===== src/rtl/pfde_pkg.sv =====
package pfde_pkg;

  // Store geometry
  localparam int STORE_BYTES = 1024;
  localparam int ADDR_W      = $clog2(STORE_BYTES);
  // Wide enough for x + page * width: 255 + 31 * 255
  localparam int CALC_W      = 14;
  localparam int PROD_W      = 13;

  // Configuration port
  localparam int PADDR_W     = 3;
  localparam int PDATA_W     = 32;

  localparam logic [7:0] PANEL_WIDTH_RST  = 8'd128;
  localparam logic [6:0] PANEL_HEIGHT_RST = 7'd64;

  // Glyph font
  localparam logic [7:0] GLYPH_FIRST = 8'd48;
  localparam logic [7:0] GLYPH_LAST  = 8'd58;
  localparam int         GLYPH_COLS  = 5;
  localparam int         GLYPH_NUM   = 11;

  localparam logic [7:0] FONT_ROM [0:GLYPH_NUM-1][0:GLYPH_COLS-1] = '{
    '{8'h3E, 8'h51, 8'h49, 8'h45, 8'h3E},
    '{8'h00, 8'h42, 8'h7F, 8'h40, 8'h00},
    '{8'h42, 8'h61, 8'h51, 8'h49, 8'h46},
    '{8'h21, 8'h41, 8'h45, 8'h4B, 8'h31},
    '{8'h18, 8'h14, 8'h12, 8'h7F, 8'h10},
    '{8'h27, 8'h45, 8'h45, 8'h45, 8'h39},
    '{8'h3C, 8'h4A, 8'h49, 8'h49, 8'h30},
    '{8'h01, 8'h71, 8'h09, 8'h05, 8'h03},
    '{8'h36, 8'h49, 8'h49, 8'h49, 8'h36},
    '{8'h06, 8'h49, 8'h49, 8'h29, 8'h1E},
    '{8'h00, 8'h36, 8'h36, 8'h00, 8'h00}
  };

  typedef enum logic [1:0] {
    FUNC_PIXEL = 2'd0,
    FUNC_GLYPH = 2'd1,
    FUNC_CLEAR = 2'd2,
    FUNC_READ  = 2'd3
  } func_t;

  typedef enum logic {
    REG_PANEL_WIDTH  = 1'b0,
    REG_PANEL_HEIGHT = 1'b1
  } reg_idx_t;

  typedef enum logic [2:0] {
    ST_INIT,
    ST_IDLE,
    ST_STEP,
    ST_WRITE,
    ST_CLEAR,
    ST_READ,
    ST_CAPTURE,
    ST_DONE
  } state_t;

  typedef struct packed {
    func_t       func;
    logic [7:0]  pos_x;
    logic [7:0]  pos_y;
    logic [7:0]  glyph_code;
    logic        ink;
    logic [9:0]  read_index;
  } cmd_item_t;

  typedef struct packed {
    logic [7:0]  read_byte;
    logic        drew;
  } rsp_item_t;

  typedef struct packed {
    logic [7:0]  panel_width;
    logic [6:0]  panel_height;
  } cfg_t;

  // Commands from controller to datapath
  typedef struct packed {
    logic accept;
    logic advance;
    logic rd_step;
    logic wr_step;
    logic rd_index;
    logic cap_byte;
    logic clr_start;
    logic clr_wr;
    logic set_drew;
    logic load_out;
  } ctl_t;

  // Status from datapath to controller
  typedef struct packed {
    logic step_hit;
    logic exhausted;
    logic clr_last;
  } sts_t;

  function automatic logic [7:0] font_col(input logic [3:0] glyph, input logic [2:0] col);
    logic [7:0] bits;
    bits = 8'h00;
    if (glyph < 4'(GLYPH_NUM) && col < 3'(GLYPH_COLS)) begin
      bits = FONT_ROM[glyph][col];
    end
    return bits;
  endfunction

endpackage


===== src/rtl/pfde_regs.sv =====
module pfde_regs import pfde_pkg::*; (
  input  logic               clk,
  input  logic               rst,
  input  logic               psel,
  input  logic               penable,
  input  logic               pwrite,
  input  logic [PADDR_W-1:0] paddr,
  input  logic [PDATA_W-1:0] pwdata,
  output logic [PDATA_W-1:0] prdata,
  output logic               pready,
  output cfg_t               cfg
);

  reg_idx_t   reg_idx;
  logic       wr_en;

  assign reg_idx = reg_idx_t'(paddr[2]);
  assign wr_en   = psel && penable && pwrite;
  assign pready  = 1'b1;

  always_ff @(posedge clk) begin
    if (rst) begin
      cfg.panel_width  <= PANEL_WIDTH_RST;
      cfg.panel_height <= PANEL_HEIGHT_RST;
    end else if (wr_en) begin
      case (reg_idx)
        REG_PANEL_WIDTH:  cfg.panel_width  <= pwdata[7:0];
        REG_PANEL_HEIGHT: cfg.panel_height <= pwdata[6:0];
        default: ;
      endcase
    end
  end

  always_comb begin
    case (reg_idx)
      REG_PANEL_WIDTH:  prdata = {24'd0, cfg.panel_width};
      REG_PANEL_HEIGHT: prdata = {25'd0, cfg.panel_height};
      default:          prdata = '0;
    endcase
  end

endmodule


===== config.mk =====
export PLATFORM = sky130hd
export DESIGN_NAME = pfde_regs
export DESIGN_NICKNAME = d
export VERILOG_FILES = /design/src/rtl/pfde_pkg.sv /design/src/rtl/pfde_regs.sv
export SDC_FILE = /design/constraint.sdc
export NUM_CORES = 1
export LEC_CHECK = 0
export ABC_CLOCK_PERIOD_IN_PS = 1570
export BUFFER_PORTS_ARGS = -buffer_cell sky130_fd_sc_hd__buf_2
export CAP_MARGIN = 5
export CORE_ASPECT_RATIO = 1.2
export CORE_MARGIN = 3
export CORE_UTILIZATION = 25
export CTS_CLUSTER_DIAMETER = 80
export DETAILED_ROUTE_END_ITERATION = 16
export GPL_TIMING_DRIVEN = 0
export SLEW_MARGIN = 0
export SYNTH_ARGS = -nofsm -noshare
export SYNTH_HDL_FRONTEND = slang
export SYNTH_SLANG_ARGS = --single-unit

===== constraint.sdc =====
create_clock -name clk -period 1.57 [get_ports clk]
set_clock_uncertainty 0.1 [all_clocks]
set_input_delay 0.0785 -clock clk [delete_from_list [all_inputs] [get_ports clk]]
set_output_delay 0.0785 -clock clk [all_outputs]
set_load 0.01 [all_outputs]

== Word-level counts from Yosys, hierarchy flattened ==
Index checks and enable logic that the tools add are counted.
Word-level totals
  bits in registers: 15
  bits of input ports: 40
  output and inout bits: 48
Cells by class
  muxes and demuxes: 1
  bitwise operators: 1
  reductions and logical operators: 4
Operators by type and width (count)
  32-bit one-hot mux with 2 select lines: 1
  2-bit AND reduction: 2
  1-bit logical AND: 2
  1-bit inverter: 1

== Logic depth before layout (Yosys ltp) ==
  depth after elaboration: 3
  depth in mapped cells: 4
  gate-level depth less buffers: 2

== Worst setup path before layout ==
Ideal clock, no wire load.
  kind: input -> register
  from: in paddr[2]
  to: reg cfg[0] (netlist bit)
  arrival time: 659 ps
  required time: 1398 ps
  path slack: 740 ps
  stages: 4
  cells stage by stage: buf_6 and4_1 buf_6 mux2i_1
On the way
  longest elaborated chain between the ends: 1
Ends and longest elaborated chain
  start, declared: line pfde_regs.sv:7  | input logic [PADDR_W-1:0] paddr,
  2-bit AND reduction (no source line)
  end, declared: line pfde_regs.sv:11  | output cfg_t cfg
No other way between the ends.
A chain may end at the register's enable or synchronous reset.

== Final worst setup path ==
  from: reg cfg[1] (netlist bit)
  to: out prdata[1]
On the way
  longest elaborated chain between the ends: 1
Ends and longest elaborated chain
  32-bit one-hot mux with 2 select lines: line pfde_regs.sv:35  | case (reg_idx)
  end, declared: line pfde_regs.sv:9  | output logic [PDATA_W-1:0] prdata,
No other way between the ends. The select of a mux whose other input is x is not followed.

==> results.md <==
* # rows at 23
* Crit Path Max Fanout at 3
* Num CTS Buffers at 3
* Post-Route WL at between 2 and 2.5 mm
* Hold Crit Endpoint: cfg[6]
* Library cells used by synthesis at 14
* Worst path arrival time at around 970 ps
* TritonCTS clock tree: yes
* Reg2reg start: cfg[13]
* Final core occ at 38.38%
* Clock power share at 34.6%
* Final-report setup violation count at 0
* Worst hold path depth at 3
* Dpl hpwl at 1.745 mm
* Aggregate negative setup slack at 0 ps
* GP Congestion at 0.6192
* CTS max path bufs at 2
* WL per Instance at between 10 and 15 µm
* Top Registers: cfg x15
* Share of layout cells above drive strength 1 at between 40% and 50%
* Antenna Nets Post-Route at 0
* Global-route wire length before repair at between 3 and 4 mm
* Root Buffer: clkbuf_8
* Yosys reg bits at 15
* # clock sinks at 15
* Fmax at just under 900 MHz
* Fin area at about 0.0013 mm²
* GRT overflow at 0
* # Post-CTS Setup Buffers at 0
* # diodes at 0
* Num ports at 88
* Top layer in use: met4
* Die Y at 73.61 µm
* DR vias/cell at ~3.6
* RSZ-0062 raised after global routing: false
* DR DRC count at 0
* Synth Instances at 97
* First DRT Iteration DRCs at 13
* NetSw at 0.2194 mW
* Metal3 WL at approximately 210 µm
* Mapped Area at ~950 µm²
* DRT met1 WL at between 800 and 900 µm
* Total of max-cap violations at 0
* Total Routing Usage GR at 10.17%
* Clock transition at path regs at 60 ps
* Worst reg2reg setup slack at 850 ps
* Vias in the first global route at 760
* Syn_area_per_cell at between 9 and 10 µm²
* Worst Path Class, Setup: flip-flop to primary output
* Min Hold Slack at 9.965 ps
* WL met2 at 1.059 mm
* Worst min-delay path class: input pin to flip-flop
* Sequential element share of the synthesized area at around a third
* Critical R2R Capture: cfg[13]
* Critical Path Sink Type: primary output
* Synth Warn # at 0
* Largest net degree at the start of global routing at 11
* Die W at 62.34 µm
* Crit-path slowest cell: dfxtp_1
* Port buffer count at 36
* Layout Area Growth over Synthesis at 40.34%
* Leakage Power at 0.7278 nW
* Final Net Count at between 200 and 250
* Seq pwr share at between 40% and 50%
* TritonRoute pass-1 iters at 4
* DR vias at about 770
* Combinational Power Share at about 21%
* Hold path start: pwdata[6]
* Commonest non-fill, non-tap cell in the layout: buf_2
* Fin. Hold Viols at 0
* Core Area at between 0.003 and 0.004 mm²
* H-tree depth at 1
* Switch share at between 20 and 25%
* Critical-path cell list: mux2_2, buf_2
* Commonest cells after routing, fill and taps aside: 37 x buf_2, 25 x buf_4, 25 x conb_1, 20 x nand2b_1
* Final period util at 73.07%
* Crit-path max cell delay at 320 ps
* Outcome: finished clean
* Placement Cell Area at ~0.0013 mm²
* Slew Limit Fails at 0
* Die area at ~0.0046 mm²
* CP Launch Type: flip-flop
* Critical path data required time at around 1400 ps
* Min Tclk post-route at between 1000 and 1500 ps
* Largest register FFs at 15
* Internal at 0.6656 mW
* Most flop-heavy register: cfg
* Maximum vdd drop at between 0.0002 and 0.0003 V
* Initial antenna violation count at 0
* PwrDens at approximately 660 mW/mm²
* R2r worst-path depth at 2
* Clock latency at the later pin of the worst-skew pair at around 240 ps
* Initial Util at 27.34%
-- critical path: cells and delay by family, from the launching register on --
family	cells	cell delay [ps]
flip-flops	1	320
multiplexers	1	260
buffers and inverters	1	140
-- layout make-up --
type | count | area, µm²
plain buffers | 30 | 222.7
fillers | 368 | 2146
well taps | 50 | 62.56
multi-input cells | 75 | 515.5
flip-flops and latches | 15 | 300.3
repair buffers | 37 | 190.2
clock buffers | 4 | 45.04
-- power groups by stage --
| stage | sequential [mW] | clock [mW] | combinational (mW) |
|---|---|---|---|
| 2_1_floorplan | 0.407 | 0 | 0.128 |
| 3_3_place_gp | 0.403 | 0 | 0.177 |
| 3_5_place_dp | 0.403 | 0 | 0.179 |
| 4_1_cts | 0.395 | 0.325 | 0.182 |
| 5_1_grt | 0.396 | 0.351 | 0.202 |
| 6_report | 0.395 | 0.306 | 0.183 |
-- how the worst max path moves through the flow --
stage,startpoint,to,slack (ps),depth (start not counted)
after floorplan,paddr[2],cfg[0],740,4
after global placement,paddr[2],cfg[3],530,5
after detailed placement,paddr[2],cfg[2],510,5
after CTS,cfg[1],prdata[1],400,2
after global routing,cfg[10],prdata[3],370,2
final,cfg[1],prdata[1],420,2
-- Yosys cell counts (all sizes together) --
master  count  area, µm²
buf        28      215.2
nand2b     20      125.1
dfxtp      15      300.3
mux2i      15      150.1
mux2        7      78.83
nor2        4      15.01
clkbuf      2      7.510
conb        2      7.510
and2b       1      8.760
and4        1      8.760
and4b       1      11.26
nand4b      1      23.77
-- per-stage QoR --
step | total power, mW | setup WS [ps] | instances
after global routing | 0.9485 | 369.5 | 211
after global placement | 0.5800 | 529.8 | 206
after detailed placement | 0.5827 | 506.7 | 206
final | 0.8850 | 422.8 | 211
after CTS | 0.9020 | 402.0 | 211
after floorplan | 0.5347 | 739.7 | 120
-- what timing repair did --
item / in CTS / in global routing
hold buffers: 1 / 0
resized for setup: 0 / 0
endpoints found under the hold margin: 1 / 0
-- cells by family (layout without fill, tap and decap cells) --
| family | Yosys count | in the layout | share of synthesized area, % |
|---|---|---|---|
| buffers and inverters | 30 | 71 | 23.39 |
| and+or+nand+nor | 28 | 28 | 20.24 |
| muxes | 22 | 22 | 24.05 |
| DFF | 15 | 15 | 31.54 |
| other | 2 | 25 | 0.7887 |
-- per-layer routing --
metal / vias up / global-route usage (%)
li1: 393 / -
met1: 332 / 11.19
met2: 39 / 17.82
met3: 4 / 3.211
met4: 0 / 5.147
met5: - / 0
(Power assumes the default switching activity.)
