### src/rtl/pfde_pkg.sv
package pfde_pkg;

  // Store geometry
  localparam int STORE_BYTES = 1024;
  localparam int ADDR_W      = $clog2(STORE_BYTES);
  // Wide enough for x + page * width: 255 + 31 * 255
  localparam int CALC_W      = 14;
  localparam int PROD_W      = 13;

  // Configuration port
  localparam int PADDR_W     = 3;
  localparam int PDATA_W     = 32;

  localparam logic [7:0] PANEL_WIDTH_RST  = 8'd128;
  localparam logic [6:0] PANEL_HEIGHT_RST = 7'd64;

  // Glyph font
  localparam logic [7:0] GLYPH_FIRST = 8'd48;
  localparam logic [7:0] GLYPH_LAST  = 8'd58;
  localparam int         GLYPH_COLS  = 5;
  localparam int         GLYPH_NUM   = 11;

  localparam logic [7:0] FONT_ROM [0:GLYPH_NUM-1][0:GLYPH_COLS-1] = '{
    '{8'h3E, 8'h51, 8'h49, 8'h45, 8'h3E},
    '{8'h00, 8'h42, 8'h7F, 8'h40, 8'h00},
    '{8'h42, 8'h61, 8'h51, 8'h49, 8'h46},
    '{8'h21, 8'h41, 8'h45, 8'h4B, 8'h31},
    '{8'h18, 8'h14, 8'h12, 8'h7F, 8'h10},
    '{8'h27, 8'h45, 8'h45, 8'h45, 8'h39},
    '{8'h3C, 8'h4A, 8'h49, 8'h49, 8'h30},
    '{8'h01, 8'h71, 8'h09, 8'h05, 8'h03},
    '{8'h36, 8'h49, 8'h49, 8'h49, 8'h36},
    '{8'h06, 8'h49, 8'h49, 8'h29, 8'h1E},
    '{8'h00, 8'h36, 8'h36, 8'h00, 8'h00}
  };

  typedef enum logic [1:0] {
    FUNC_PIXEL = 2'd0,
    FUNC_GLYPH = 2'd1,
    FUNC_CLEAR = 2'd2,
    FUNC_READ  = 2'd3
  } func_t;

  typedef enum logic {
    REG_PANEL_WIDTH  = 1'b0,
    REG_PANEL_HEIGHT = 1'b1
  } reg_idx_t;

  typedef enum logic [2:0] {
    ST_INIT,
    ST_IDLE,
    ST_STEP,
    ST_WRITE,
    ST_CLEAR,
    ST_READ,
    ST_CAPTURE,
    ST_DONE
  } state_t;

  typedef struct packed {
    func_t       func;
    logic [7:0]  pos_x;
    logic [7:0]  pos_y;
    logic [7:0]  glyph_code;
    logic        ink;
    logic [9:0]  read_index;
  } cmd_item_t;

  typedef struct packed {
    logic [7:0]  read_byte;
    logic        drew;
  } rsp_item_t;

  typedef struct packed {
    logic [7:0]  panel_width;
    logic [6:0]  panel_height;
  } cfg_t;

  // Commands from controller to datapath
  typedef struct packed {
    logic accept;
    logic advance;
    logic rd_step;
    logic wr_step;
    logic rd_index;
    logic cap_byte;
    logic clr_start;
    logic clr_wr;
    logic set_drew;
    logic load_out;
  } ctl_t;

  // Status from datapath to controller
  typedef struct packed {
    logic step_hit;
    logic exhausted;
    logic clr_last;
  } sts_t;

  function automatic logic [7:0] font_col(input logic [3:0] glyph, input logic [2:0] col);
    logic [7:0] bits;
    bits = 8'h00;
    if (glyph < 4'(GLYPH_NUM) && col < 3'(GLYPH_COLS)) begin
      bits = FONT_ROM[glyph][col];
    end
    return bits;
  endfunction

endpackage

### src/rtl/pfde_ctrl.sv
module pfde_ctrl import pfde_pkg::*; (
  input  logic  clk,
  input  logic  rst,
  input  logic  cmd_valid,
  input  func_t cmd_func,
  output logic  cmd_ready,
  output logic  rsp_valid,
  input  logic  rsp_ready,
  input  sts_t  sts,
  output ctl_t  ctl
);

  state_t state, state_next;
  logic   out_valid, out_valid_next;

  assign rsp_valid = out_valid;

  always_ff @(posedge clk) begin
    if (rst) begin
      state     <= ST_INIT;
      out_valid <= 1'b0;
    end else begin
      state     <= state_next;
      out_valid <= out_valid_next;
    end
  end

  always_comb begin
    state_next = state;
    ctl        = '0;
    cmd_ready  = 1'b0;

    case (state)
      ST_INIT: begin
        ctl.clr_wr = 1'b1;
        if (sts.clr_last) begin
          state_next = ST_IDLE;
        end
      end

      ST_IDLE: begin
        cmd_ready = 1'b1;
        if (cmd_valid) begin
          ctl.accept = 1'b1;
          case (cmd_func)
            FUNC_PIXEL, FUNC_GLYPH: state_next = ST_STEP;
            FUNC_CLEAR: begin
              ctl.clr_start = 1'b1;
              state_next    = ST_CLEAR;
            end
            default: state_next = ST_READ;
          endcase
        end
      end

      // Evaluate one column/page step; in ST_WRITE also retire the previous one
      ST_STEP, ST_WRITE: begin
        ctl.wr_step = (state == ST_WRITE);
        if (sts.exhausted) begin
          state_next = ST_DONE;
        end else begin
          ctl.advance = 1'b1;
          ctl.rd_step = sts.step_hit;
          state_next  = sts.step_hit ? ST_WRITE : ST_STEP;
        end
      end

      ST_CLEAR: begin
        ctl.clr_wr = 1'b1;
        if (sts.clr_last) begin
          ctl.set_drew = 1'b1;
          state_next   = ST_DONE;
        end
      end

      ST_READ: begin
        ctl.rd_index = 1'b1;
        state_next   = ST_CAPTURE;
      end

      ST_CAPTURE: begin
        ctl.cap_byte = 1'b1;
        state_next   = ST_DONE;
      end

      ST_DONE: begin
        if (!out_valid || rsp_ready) begin
          ctl.load_out = 1'b1;
          state_next   = ST_IDLE;
        end
      end

      default: state_next = ST_IDLE;
    endcase

    if (ctl.load_out) begin
      out_valid_next = 1'b1;
    end else if (out_valid && rsp_ready) begin
      out_valid_next = 1'b0;
    end else begin
      out_valid_next = out_valid;
    end
  end

endmodule

### config.mk
export PLATFORM = sky130hd
export DESIGN_NAME = pfde_ctrl
export DESIGN_NICKNAME = d
export VERILOG_FILES = /design/src/rtl/pfde_pkg.sv /design/src/rtl/pfde_ctrl.sv
export SDC_FILE = /design/constraint.sdc
export NUM_CORES = 1
export LEC_CHECK = 0
export ABC_AREA = 0
export BUFFER_PORTS_ARGS = -buffer_cell sky130_fd_sc_hd__buf_2
export CORE_AREA = 2 2 39 41
export CTS_CLUSTER_DIAMETER = 30
export DETAILED_ROUTE_END_ITERATION = 8
export DIE_AREA = 0 0 41 43
export GPL_TIMING_DRIVEN = 0
export PLACE_DENSITY_LB_ADDON = 0.15
export SYNTH_ARGS = -nofsm -noshare
export SYNTH_HDL_FRONTEND = slang
export SYNTH_SLANG_ARGS = --single-unit
export TNS_END_PERCENT = 20
### constraint.sdc
create_clock -name clk -period 3.8 [get_ports clk]
set_input_delay 0.19 -clock clk [delete_from_list [all_inputs] [get_ports clk]]
set_output_delay 0.19 -clock clk [all_outputs]
set_load 0.02 [all_outputs]
---- Word-level counts from Yosys, hierarchy flattened ----
Index checks and enable logic that the tools add are counted.
cells by class
  equal/unequal tests ..................... 13
  muxes and demuxes ....................... 25
  reduce and logical (&&, ||, !) cells .... 10
operators with widths
  cell                                            count
  case mux 3 bit (7 select lines)                 1
  2-to-1 mux 3 bit                                6
  2-to-1 mux 1 bit                                16
  == test 3 bit (second input constant)           4
  != test 2 bit (second input constant)           4
  == test 3 x 2 -> 1 bit (second input constant)  2
  case mux 3 bit (2 select lines)                 1
  OR reduction 2 bit                              3
  AND reduction 4 bit                             1
  == test 3 x 1 -> 1 bit (second input constant)  1
  logical NOT 3 bit                               1
  == test 2 x 1 -> 1 bit (second input constant)  1
  == test 2 bit (second input constant)           1
  logical NOT 2 bit                               1
  2-to-1 mux 2 bit                                1
  nonzero test 2 bit                              1
  logical AND 1 bit                               1
  logical NOT 1 bit                               1
  logical OR 1 bit                                1
storage, ports and cells
  bits in registers ....................... 4
  input port bits ......................... 9
  output and inout port bits .............. 12

---- Logic depth before layout (Yosys ltp) ----
  depth in word-level cells ............... 5
  mapped depth ............................ 4
  gate-level depth less buffers ........... 3

---- Least setup slack after synthesis ----
Ideal clock, no wire load.
  path type ............................... reg-to-output
  start ................................... register state[2]
  end ..................................... output port ctl[3] (netlist name)
  data arrival time ....................... 1.692 ns
  required time ........................... 3.610 ns
  path slack .............................. 1.918 ns
  stages on the path, launching flop included .. 5
  path buffers ............................ 1
  path through ............................ dfxtp_1 buf_6 nor3b_1 and2_1 and3b_1
RTL lines
  item                    line             source
  from (decl)             pfde_ctrl.sv:13  state_t state, state_next;
  from (signal assigned)  pfde_ctrl.sv:23  state <= state_next;
  to (decl)               pfde_ctrl.sv:10  output ctl_t ctl

==> summary.md <==
| Metric | Value |
|---|---|
| Final setup vio count | `0` |
| Final Max Slew Viols | `0` |
| Unrepaired setup endpoints after global routing | `no` |
| Crit path time final | `between 1.5 and 2 ns` |
| Drc violations | `0` |
| Post-Syn Area | `between 300 and 400 sq um` |
| Net Count, Synth | `between 50 and 60` |
| Worst-path clk slew | `around 0.040 ns` |
| WHS Path Cells | `2` |
| P&R area growth vs syn | `42.9%` |
| Post-CTS resize count | `0` |
| Gr usage total | `11.9%` |
| Synth Warn # | `0` |
| Iter 0 DRT Violations | `10` |
| Yosys cell types | `25` |
| CTS Buf Count | `3` |
| Worst endpoint data arrival time | `1.44 ns` |
| Crit path largest cell delay | `around 0.30 ns` |
| Worst Path Class, Setup | `flop to output pin` |
| Worst EP required | `about 3.6 ns` |
| Critical Path Source Type | `flop` |
| Initial antenna violation count | `0` |
| Hold Crit Class | `input port to flop` |
| Relative slew slack | `72.3%` |
| Peak VDD IR | `approximately 0.000092 V` |
| Cell Chain, Critical Path | `buf_6, nor3b_1, and2_1, and3b_1, buf_2` |
| TritonCTS clock tree | `done` |
| IO Count | `21` |
| Post-CTS setup buffers | `0` |
| Diode count | `0` |
| Mapped Avg Cell Area | `7.92 sq um` |
| Hold_buf cts | `0` |
| Area contributors post-synth | `dfxtp_1 24%, and3b_1 7.9%, and3_1 5.6%` |
| F_max | `614 MHz` |
| Worst-margin pin slew | `0.413 ns` |
| Worst-path maximum fanout | `10` |
| RePlAce Congestion | `0.751` |
| Dpl cells | `just under 80` |
| DP Wirelength | `683 microns` |
| Fin Hold WS | `~0.20 ns` |
| Rows | `14` |
| FILL cells | `160` |
| Cells after synthesis | `42` |
| Register-to-Register Path Depth | `4` |
| Number of global-route vias before repair | `~340` |
| Final Power | `between 0.1 and 0.15 mW` |
| Setup TNS | `0 ns` |
| CP Capture Type | `output pin` |
| H-tree lvl count | `1` |
| Root Buffer | `clkbuf_4` |
| Clk sink count | `4` |
| Sequential cell area | `80.1 sq um` |
| Die W | `roughly 40 microns` |
| Wire per inst | `11.2 microns` |
| Vias per cell | `about 4.9` |
| Area of the die | `between 1500 and 2000 sq um` |
| Status | `complete, no violations` |
| Antenna-violating nets left | `0` |
| Share of post-route cells with drive strength above 1 | `43.1%` |
| GRT overflow | `0` |
| Register bit total from synthesis | `4` |
| Post-Layout Cell Count | `81` |
| Nets@finish | `76` |
| Pleak | `roughly 0.25 nW` |
| Drt first pass iters | `4` |
| Clk Latency, worst-skew pair | `between 0.2 and 0.25 ns` |
| Seq/Total Area, Yosys | `between 20% and 30%` |
| Share of the synthesized area in the top cell type | `24.1%` |
| Via count | `between 300 and 400` |
| Area occupied by multi-input gates | `approximately 210 sq um` |
| Power density over cell area | `roughly 300 nW/um^2` |
| Endpoints failing hold | `0` |
| Layout Skew | `around 0.0013 ns` |
| CP max-delay cell | `dfxtp_1` |
| Max Buffers Root-to-Sink | `2` |
| Die height | `approximately 43 microns` |
| Worst setup slack after layout | `around 2.2 ns` |
| Initial Utilization | `24.1%` |
| Core box area | `around 1400 sq um` |
| WL final | `906 microns` |
| Worst-case setup slack after placement | `between 2 and 2.5 ns` |
| Buffers on Ports | `20` |
| First-pass GRT wire length | `around 1400 microns` |
| Final period util | `a little over two fifths` |
| Max Cap Viol | `0` |
| Most area-hungry cell type in the Yosys netlist | `dfxtp_1` |
| Largest net degree at the start of global routing | `11` |
-- cell usage in the layout (no fill, tap or decap) --
cell type / instances
nor3b_1: 2
a32o_1: 1
a211oi_1: 1
a311o_1: 1
nor3_1: 2
o32ai_1: 1
buf_4: 1
o22ai_1: 1
or2_0: 1
a31oi_1: 1
nand2_1: 1
nor2b_1: 2
nand4_1: 1
dfxtp_1: 4
and3b_1: 3
clkbuf_4: 3
a311oi_1: 1
a21boi_1: 1
inv_1: 3
a311oi_2: 1
and2_1: 2
buf_6: 1
and3_1: 3
nand3_1: 2
nor2_1: 3
buf_2: 22
-- sequential cells by signal, indices dropped and copies added (netlist names) --
signal,cells
state,3
rsp_valid,1
-- cells by family (layout without fill, tap and decap cells) --
| kind of cell | after synthesis | in the layout | share of synthesized area [%] |
|---|---|---|---|
| buffers and inverters | 7 | 30 | 12.0 |
| flip-flops | 4 | 4 | 24.1 |
| AO/OA/AOI/OAI | 9 | 9 | 24.1 |
| AND/OR/NAND/NOR | 22 | 22 | 39.9 |
-- worst max-delay path, delay by kind of cell, from the launching register on --
family	cells	cell delay, ns
flip-flops	1	0.30
buffers and inverters	2	0.28
AND/OR/NAND/NOR	3	0.61
-- layer usage --
metal  share of wire, %  GRT usage [%]  routed length (microns)
met2                 46           16.3                      419
met5                  0              0                        0
met3                6.2           1.57                       56
met4                  0           8.00                        0
met1                 47           16.7                      430
-- stage by stage --
stage,utilization [%],instance area (sq um)
floorplan,-,333
CTS,34.4,475
finish,34.4,475
global route,34.4,475
detailed placement,32.7,453
global placement,32.7,453
-- report_power, final --
group	total, mW	internal [mW]	switching (mW)
Sequential	0.0465	0.0442	0.00229
Combinational	0.0381	0.0158	0.0223
Clock	0.0542	0.0354	0.0188
Total	0.139	0.0954	0.0434
-- cells in the mapped netlist --
cell,count
nor2_1,3
a211oi_1,1
and3_1,3
nand3_1,2
a311oi_2,1
a311oi_1,1
and3b_1,3
o22ai_1,1
buf_6,1
inv_1,3
or2_0,1
and2_1,2
nor3_1,2
o32ai_1,1
nor2b_1,2
dfxtp_1,4
a21boi_1,1
nand4_1,1
a32o_1,1
a311o_1,1
a31oi_1,1
buf_4,1
nand2_1,1
nor3b_1,2
buf_2,2
-- path summary, 6_finish.rpt --
path,from,end,slack [ns]
worst max-delay path,state[2]$_SDFFE_PP0P_,ctl[3],2.17
worst min-delay path,rst,state[0]$_SDFFE_PP0P_,0.20
worst max register to register,state[1]$_SDFFE_PP0P_,state[2]$_SDFFE_PP0P_,2.50
worst min register to register,rsp_valid$_SDFFE_PP0P_,rsp_valid$_SDFFE_PP0P_,0.65
-- cell type report --
type                       instances  share of cell area, %
timing repair buffer              20                   21.1
buffer                             4                   6.05
inverter                           3                   2.37
clock buffer                       3                   4.74
multi-input combinational         31                   44.7
tap                               16                   4.21
sequential                         4                   16.8
Power figures use the tool's default switching activity.
